## src/rtl/core/spswd_pkg.sv

```systemverilog
`default_nettype none

package spswd_pkg;

  localparam int unsigned FieldW = 24;
  localparam int unsigned TimeW  = 25;
  localparam int unsigned CfgIdxW = 2;

  localparam logic [CfgIdxW-1:0] CFG_SWEEP_LIMIT = 2'd0;
  localparam logic [CfgIdxW-1:0] CFG_PULSE_LIMIT = 2'd1;
  localparam logic [CfgIdxW-1:0] CFG_LOW_LIMIT   = 2'd2;

  localparam logic [FieldW-1:0] SWEEP_LIMIT_RST = 24'd600;
  localparam logic [FieldW-1:0] PULSE_LIMIT_RST = 24'd2000;
  localparam logic [FieldW-1:0] LOW_LIMIT_RST   = 24'd200000;

  localparam logic [FieldW-1:0] PULSE_BASE = 24'd616;

  // (w - base) / 112 = ((w - base) >> 4) / 7; 20-bit quotient by 7 via reciprocal
  localparam int unsigned Div7InW  = FieldW - 4;
  localparam int unsigned Div7Sh   = Div7InW + 3;
  localparam int unsigned Div7MulW = Div7InW + 1;
  localparam logic [Div7MulW-1:0] DIV7_MUL = 21'd1198373;

  localparam logic OP_LOW  = 1'b0;
  localparam logic OP_HIGH = 1'b1;

  typedef struct packed {
    logic low_drop;
    logic sweep;
    logic sync;
    logic sync_axis;
  } cls_t;

  function automatic logic axis_of(input logic [FieldW-1:0] w);
    logic [FieldW-1:0]              diff;
    logic [Div7InW-1:0]             d;
    logic [Div7InW+Div7MulW-1:0]    prod;
    logic [Div7InW+Div7MulW-1:0]    q;
    diff = w - PULSE_BASE;
    d    = diff[FieldW-1:4];
    prod = (Div7InW+Div7MulW)'(d) * (Div7InW+Div7MulW)'(DIV7_MUL);
    q    = prod >> Div7Sh;
    if (w < PULSE_BASE) begin
      return 1'b0;
    end
    return q[0];
  endfunction

endpackage

`default_nettype wire

```

## src/rtl/core/spswd_class.sv

```systemverilog
`default_nettype none

module spswd_class
  import spswd_pkg::*;
(
  input  wire logic              op_i,
  input  wire logic [FieldW-1:0] width_i,
  input  wire logic [FieldW-1:0] sweep_limit_i,
  input  wire logic [FieldW-1:0] pulse_limit_i,
  input  wire logic [FieldW-1:0] low_limit_i,
  output cls_t                   cls_o
);

  always_comb begin
    cls_o           = '0;
    cls_o.sync_axis = axis_of(width_i);
    if (op_i == OP_LOW) begin
      cls_o.low_drop = (width_i > low_limit_i);
    end else begin
      cls_o.sweep = (width_i < sweep_limit_i);
      cls_o.sync  = !cls_o.sweep && (width_i < pulse_limit_i);
    end
  end

endmodule

`default_nettype wire

```

## src/rtl/core/sync_pulse_sweep_decoder.sv

```systemverilog
`default_nettype none

// Channel   Dir  tdata                     tuser
// s_axis    in   [23:0] pulse_width        [0] op (0 low, 1 high)
// m_axis    out  [24:0] sweep_time, pad 0  [0] scan_axis (0 x, 1 y)
// cfg       in   cfg_idx_i / cfg_data_i written when cfg_we_i
//
// One item per cycle sustained while m_axis is not stalled; an item is captured
// in the input register at acceptance, and a sweep result, when the item yields
// one, is loaded into the result register when the processing stage advances.
// Reset restores the default limits, idle mode and zero stored widths.
// An output stall holds the processing stage; s_axis_tready then drops once
// the input register is occupied.

module sync_pulse_sweep_decoder
  import spswd_pkg::*;
#(
  parameter int unsigned WIDTH_BITS = 24
) (
  input  wire logic               clk_i,
  input  wire logic               rst_ni,
  input  wire logic               s_axis_tvalid,
  output logic                    s_axis_tready,
  input  wire logic [FieldW-1:0]  s_axis_tdata,   // [23:0] pulse_width
  input  wire logic               s_axis_tuser,   // [0] op
  output logic                    m_axis_tvalid,
  input  wire logic               m_axis_tready,
  output logic [31:0]             m_axis_tdata,   // [24:0] sweep_time, [31:25] zero
  output logic                    m_axis_tuser,   // [0] scan_axis
  input  wire logic               cfg_we_i,
  input  wire logic [CfgIdxW-1:0] cfg_idx_i,
  input  wire logic [FieldW-1:0]  cfg_data_i
);

  localparam int unsigned SW = (WIDTH_BITS < FieldW) ? WIDTH_BITS : FieldW;
  localparam logic [FieldW-1:0] WMAX = FieldW'((64'd1 << SW) - 64'd1);

  localparam logic [1:0] MODE_IDLE = 2'd0;
  localparam logic [1:0] MODE_X    = 2'd1;
  localparam logic [1:0] MODE_Y    = 2'd2;

  logic [FieldW-1:0] sweep_limit_q, pulse_limit_q, low_limit_q;

  logic              in_valid_q;
  logic              op_q;
  logic [SW-1:0]     width_q;
  logic [FieldW-1:0] sat_w;

  logic [1:0]        mode_q, mode_d;
  logic [SW-1:0]     low_width_q, low_width_d;
  logic [SW-1:0]     sync_width_q, sync_width_d;

  logic              out_valid_q;
  logic              out_axis_q;
  logic [TimeW-1:0]  out_time_q;

  logic              in_go, proc_go, emit;
  cls_t              cls;

  assign sat_w   = (s_axis_tdata > WMAX) ? WMAX : s_axis_tdata;
  assign proc_go = in_valid_q && (!out_valid_q || m_axis_tready);
  assign s_axis_tready = !in_valid_q || proc_go;
  assign in_go   = s_axis_tvalid && s_axis_tready;

  always_ff @(posedge clk_i or negedge rst_ni) begin
    if (!rst_ni) begin
      sweep_limit_q <= SWEEP_LIMIT_RST;
      pulse_limit_q <= PULSE_LIMIT_RST;
      low_limit_q   <= LOW_LIMIT_RST;
    end else if (cfg_we_i) begin
      case (cfg_idx_i)
        CFG_SWEEP_LIMIT: sweep_limit_q <= cfg_data_i;
        CFG_PULSE_LIMIT: pulse_limit_q <= cfg_data_i;
        CFG_LOW_LIMIT:   low_limit_q   <= cfg_data_i;
        default: ;
      endcase
    end
  end

  always_ff @(posedge clk_i or negedge rst_ni) begin
    if (!rst_ni) begin
      in_valid_q <= 1'b0;
    end else if (in_go) begin
      in_valid_q <= 1'b1;
    end else if (proc_go) begin
      in_valid_q <= 1'b0;
    end
  end

  always_ff @(posedge clk_i) begin
    if (in_go) begin
      op_q    <= s_axis_tuser;
      width_q <= sat_w[SW-1:0];
    end
  end

  spswd_class u_class (
    .op_i          (op_q),
    .width_i       (FieldW'(width_q)),
    .sweep_limit_i (sweep_limit_q),
    .pulse_limit_i (pulse_limit_q),
    .low_limit_i   (low_limit_q),
    .cls_o         (cls)
  );

  always_comb begin
    mode_d       = mode_q;
    low_width_d  = low_width_q;
    sync_width_d = sync_width_q;
    emit         = 1'b0;
    if (op_q == OP_LOW) begin
      if (cls.low_drop) begin
        mode_d      = MODE_IDLE;
        low_width_d = '0;
      end else begin
        low_width_d = width_q;
      end
    end else if (cls.sweep) begin
      if (mode_q != MODE_IDLE) begin
        emit   = 1'b1;
        mode_d = MODE_IDLE;
      end
    end else if (cls.sync) begin
      sync_width_d = width_q;
      mode_d       = cls.sync_axis ? MODE_Y : MODE_X;
    end else begin
      mode_d = MODE_IDLE;
    end
  end

  always_ff @(posedge clk_i or negedge rst_ni) begin
    if (!rst_ni) begin
      mode_q       <= MODE_IDLE;
      low_width_q  <= '0;
      sync_width_q <= '0;
    end else if (proc_go) begin
      mode_q       <= mode_d;
      low_width_q  <= low_width_d;
      sync_width_q <= sync_width_d;
    end
  end

  always_ff @(posedge clk_i or negedge rst_ni) begin
    if (!rst_ni) begin
      out_valid_q <= 1'b0;
    end else if (proc_go) begin
      out_valid_q <= emit;
    end else if (m_axis_tready) begin
      out_valid_q <= 1'b0;
    end
  end

  always_ff @(posedge clk_i) begin
    if (proc_go && emit) begin
      out_axis_q <= (mode_q != MODE_X);
      out_time_q <= TimeW'({1'b0, low_width_q} + {1'b0, sync_width_q});
    end
  end

  assign m_axis_tvalid = out_valid_q;
  assign m_axis_tuser  = out_axis_q;
  assign m_axis_tdata  = 32'(out_time_q);

  a_emit_to_idle: assert property (@(posedge clk_i) disable iff (!rst_ni)
    proc_go && emit |=> mode_q == MODE_IDLE)
    else $error("mode not idle after a sweep result");

  a_long_low_clears: assert property (@(posedge clk_i) disable iff (!rst_ni)
    proc_go && op_q == OP_LOW && cls.low_drop |=> low_width_q == '0 && mode_q == MODE_IDLE)
    else $error("long low interval did not clear state");

  a_result_source: assert property (@(posedge clk_i) disable iff (!rst_ni)
    $rose(out_valid_q) |-> $past(proc_go && emit))
    else $error("result raised without a sweep hit");

endmodule

`default_nettype wire
```

## config.mk

```make
export PLATFORM = sky130hd
export DESIGN_NAME = sync_pulse_sweep_decoder
export DESIGN_NICKNAME = d
export VERILOG_FILES = /design/src/rtl/core/spswd_pkg.sv /design/src/rtl/core/spswd_class.sv /design/src/rtl/core/sync_pulse_sweep_decoder.sv
export SDC_FILE = /design/constraint.sdc
export NUM_CORES = 1
export LEC_CHECK = 0
export BUFFER_PORTS_ARGS = -buffer_cell sky130_fd_sc_hd__clkbuf_2
export CAP_MARGIN = 20
export CORE_MARGIN = 1.5
export CORE_UTILIZATION = 67
export DETAILED_ROUTE_END_ITERATION = 7
export PLACE_DENSITY = 0.87
export SLEW_MARGIN = 40
export SYNTH_ARGS = -nofsm -noshare
export SYNTH_HDL_FRONTEND = slang
export SYNTH_HIERARCHICAL = 1
export SYNTH_SLANG_ARGS = --single-unit
```

## constraint.sdc

```tcl
create_clock -name clk_i -period 21.2 [get_ports clk_i]
set_input_delay 4.24 -clock clk_i [delete_from_list [all_inputs] [get_ports clk_i]]
set_output_delay 4.24 -clock clk_i [all_outputs]
set_load 0.02 [all_outputs]
```

Word-level counts from Yosys, hierarchy flattened. Index checks and enable logic that the tools add are counted.

Input bits: 56. Flip-flop bits (word level): 175. Logic and storage cells: 65.

$lt $le $gt $ge: 5. Reductions and logical operators: 20. Add/sub/neg operators: 2. Multiplexer cells: 19. Bitwise logic cells: 2. Multiply operators: 1. Equality and inequality tests: 4.

Operator list (number): 24-bit < comparator (2); 24-bit by 24-bit adder with 25-bit output (1); 24-bit > comparator (1); 24-bit > comparator (second input constant) (1); 24-bit by 10-bit < comparator with 1-bit output (second input constant) (1); 20-bit by 21-bit multiplier with 24-bit output (second input constant) (1); 24-bit two-way mux (1); 24-bit by 10-bit subtractor with 24-bit output (second input constant) (1); 2-bit two-way mux (7); 1-bit two-way mux (11); 2-bit AND reduction (4); 2-bit nonzero test (4); 1-bit logical AND (4); 4-bit AND reduction (1); 1-bit zero test (3); 3-bit by 2-bit inequality test with 1-bit output (second input constant) (1); 3-bit AND reduction (1); 2-bit by 1-bit == test with 1-bit output (second input constant) (1); 2-bit == test (second input constant) (1); 2-bit zero test (1); 1-bit logical OR (2); 2-bit by 1-bit inequality test with 1-bit output (second input constant) (1); 1-bit inverter (2).

Depth between registers and ports, before layout.
Depth in word-level cells: 7. Mapped depth: 31.

Cells and area by module. The synthesis kept the hierarchy.

By module, submodules not included: sync_pulse_sweep_decoder (cells an instance 538, area each 7579.8 um2, seq. area each 4654.5 um2, times used 1); spswd_class (cells an instance 567, area each 4936.0 um2, seq. area each 0.0 um2, times used 1).

Worst setup path after synthesis. Ideal clock, no wire load.

Path kind: in2out. Start: input m_axis_tready. End: output s_axis_tready. Data arrival time: 4.518 ns. Stages: 1. Setup slack: 12.442 ns. Buffers on the path: 0. Path through: nand3b_1.

Longest elaborated chain between the ends: 3.

Ends and longest elaborated chain: from (decl) (RTL line sync_pulse_sweep_decoder.sv:27) `input wire logic m_axis_tready,`; 1-bit logical OR (RTL line sync_pulse_sweep_decoder.sv:61) `assign proc_go = in_valid_q && (!out_valid_q || m_axis_tready);`; 1-bit logical AND (RTL line sync_pulse_sweep_decoder.sv:61); 1-bit logical OR (RTL line sync_pulse_sweep_decoder.sv:62) `assign s_axis_tready = !in_valid_q || proc_go;`; to (decl) (RTL line sync_pulse_sweep_decoder.sv:23) `output logic s_axis_tready,`.

No other way between the ends.

Worst setup path after layout. Same ends and word-level chain as after synthesis.

==> results.md <==
* Pre-CTS WS at roughly 12 ns
* H-Tree Depth at 4
* Synth area leader: dfrtp_1
* Routed len/inst at 19.85 um
* Routed Antenna Nets at 0
* Placer congestion estimate at 0.8923
* Startpoint type of the worst setup path: input pin
* Die height at 139.7 um
* Pins Over Slew Limit at 0
* Via count at 8622
* Worst Path Required at about 17 ns
* Clock transition at the registers of the reported paths at roughly 0.07 ns
* Global-route wire length before repair at 45.32 mm
* Worst Clk Skew at approximately 0.014 ns
* TritonCTS buffer count at 17
* Delay of the slowest critical-path stage at 0.17 ns
* Antenna violations before repair at 0
* WHS at between 0.5 and 0.6 ns
* Die width at 139.7 um
* Layout cell share with drive strength beyond 1 at 0.2170
* Vias in the first global route at 9041
* # rows at 49
* FMAX at 112.2 MHz
* Share of the synthesized area in the top cell type at 0.2159
* Worst setup path category: in2out
* Core Area at roughly 18000 um2
* DRC viols at 10
* Netlist Area Pre-Place at 12520 um2
* IO buf count at 83
* I/O pin count at 91
* Cell Chain, Critical Path: clkbuf_2 > nand3b_1 > clkbuf_2
* Final setup fails at 0
* ANT cells at 0
* Vias per cell at 6.080
* Multi-input gate area at ~7100 um2
* Reg2reg path depth at 28
* Tcrit/Tclk final at 0.4202
* Area of the die at around 20000 um2
* Power Density at 129.5 nW/um2
* Period minus WS final at 8.909 ns
* Maximum VDD drop at 0.09150 mV
* Area grow syn2layout at 9.817%
* Storage cell area at between 4000 and 5000 um2
* CTS hold repair buffers at 0
* Post-synth ARST share at 0.7086
* Total track usage at 0.3009
* Grt ovf at 0
* Final wirelength at 28.14 mm
* Register area share after synthesis at 0.3719
* Final WS setup at roughly 12 ns
* CTS-repair resized insts at 0
* Root Buffer Master: clkbuf_16
* Iteration-0 DRC Markers at 541
* Fin. Hold Viols at 0
* Buf+Inv Stages, Crit Path at 2
* Stages on worst setup path at 3
* Gate Count Post-Synth at 1105
* Fillers at 1141
* Clock Path Buffers at 2
* Slowest CP cell: nand3b_1
* R2r endpoint: mode_q[0]
* CP arrival at between 4 and 5 ns
* Largest net degree at the start of global routing at 56
* Number of synthesized flops with an enable pin at 51
* CTS tree: done
* Syn Area/Cell at 11.33 um2
* Crit Reg-Reg Startpoint: width_q[8]
* Critical Path Fanout Max at 3
* Tot Pwr at about 1.8 mW
* Prevailing post-synth register cell: dfrtp_1
* Post-DP HPWL at 20.80 mm
* Setup bufs post-CTS at 0
* Synth area leaders: dfrtp_1 (22%), ha_1 (18%), edfxtp_1 (12%)
* Commonest cells post-synth: ha_1 (181), inv_1 (167), dfrtp_1 (108)
* Setup crit start: m_axis_tready
* Worst hold-check path type: reg2reg
* CP endpoint kind: output port
* Unrepaired setup endpoints after global routing: false
* Worst slew pin tran at 0.6901 ns
* Synth Warn # at 6
* Number of distinct library cells after synthesis at 73
* Worst-Skew Late Latency at 0.44 ns
* Fin Setup TNS at 0 ns
* Failing checks: DRC
* Top Family by Delay on Critical Path: buffers and inverters
* Drt first pass iters at 8
* Critical Path End: s_axis_tready
* Relative slew slack at 0.5366
* Run status: finished, violations left
* Most frequent CP cell: clkbuf_2
* R2R Setup Slk at 13.30 ns
* #FFs+latches synth at ~180
* Most frequent cell after synthesis: ha_1
* Static leakage at 6.821 nW
* Sink Count at ~180
* Initial Util at 0.6897
* Max-Cap Viols at 0
* # nets final at 1467
## report_power, final
part	leakage (nW)	switching [mW]	internal, mW
Combinational	4.56	0.551	0.433
Sequential	1.96	0.0491	0.433
Clock	0.295	0.139	0.174
Total	6.82	0.739	1.04
## layer usage
metal	vias to the layer above	GRT usage	part of all wire
met5	-	0	0
met4	0	0.1452	0.038
met3	92	0.04370	0.058
met2	338	0.5145	0.50
met1	4227	0.3780	0.41
li1	3965	-	-
## stage by stage
step	utilization	std cells	area [um2]
6_report	0.7574	1418	13740
5_1_grt	0.7574	1418	13740
4_1_cts	0.7574	1418	13740
3_5_place_dp	0.7246	1386	13150
3_3_place_gp	0.7223	1383	13110
2_1_floorplan	-	1111	12540
## how the worst min path moves through the flow
stage                          from         endpoint  slack, ns  cells after the start
floorplan                 mode_q[1]        mode_q[1]       0.46                      1
global placement          mode_q[1]        mode_q[1]       0.48                      1
detailed placement        mode_q[1]        mode_q[1]       0.49                      1
CTS                 low_limit_q[21]  low_limit_q[21]       0.51                      1
global route         low_limit_q[2]   low_limit_q[2]       0.52                      1
finish              low_limit_q[21]  low_limit_q[21]       0.51                      1
## state kept, by name, summed over array words and instances, names as in the netlist
| register | flops |
|---|---|
| width_q | 24 |
| low_width_q | 24 |
| m_axis_tuser | 1 |
| out_time_q | 25 |
| in_valid_q | 1 |
| low_limit_q | 24 |
| pulse_limit_q | 24 |
| mode_q | 2 |
| op_q | 1 |
| sync_width_q | 24 |
| sweep_limit_q | 24 |
| m_axis_tvalid | 1 |
## layout by cell type, fill, tap and decap left out, types with 16 or more instances in the layout
| cell | n |
|---|---|
| clkbuf_16 | 19 |
| o21ai_0 | 25 |
| xnor2_1 | 28 |
| nor2_1 | 33 |
| ha_1 | 181 |
| xor2_1 | 19 |
| nand4_1 | 17 |
| clkbuf_2 | 82 |
| a22o_1 | 24 |
| a21oi_1 | 41 |
| inv_1 | 167 |
| dfrtp_1 | 108 |
| dfstp_2 | 16 |
| edfxtp_1 | 51 |
| mux2_2 | 96 |
| a21o_1 | 34 |
| nand2_1 | 39 |
| fa_1 | 54 |
## layout make-up
type	count	area share
clock buffer	23	0.03714
sequential	175	0.3386
multi-input combinational	720	0.5135
tap	229	0.02085
clock inverter	9	0.006099
timing repair buffer	94	0.03787
inverter	168	0.04588
## logic make-up (layout without fill, tap and decap cells)
kind of cell	count (synthesis)	count (layout)	share of synthesized area
and+or+nand+nor	156	156	0.06688
AOI/OAI and AO/OA	174	174	0.1002
DFF	175	175	0.3719
other	1	7	0.0002996
muxes	99	99	0.08877
buffers and inverters	216	294	0.06778
xor gates and xnor gates	49	49	0.03689
adders and majority gates	235	235	0.2673
(Power assumes the default switching activity.)
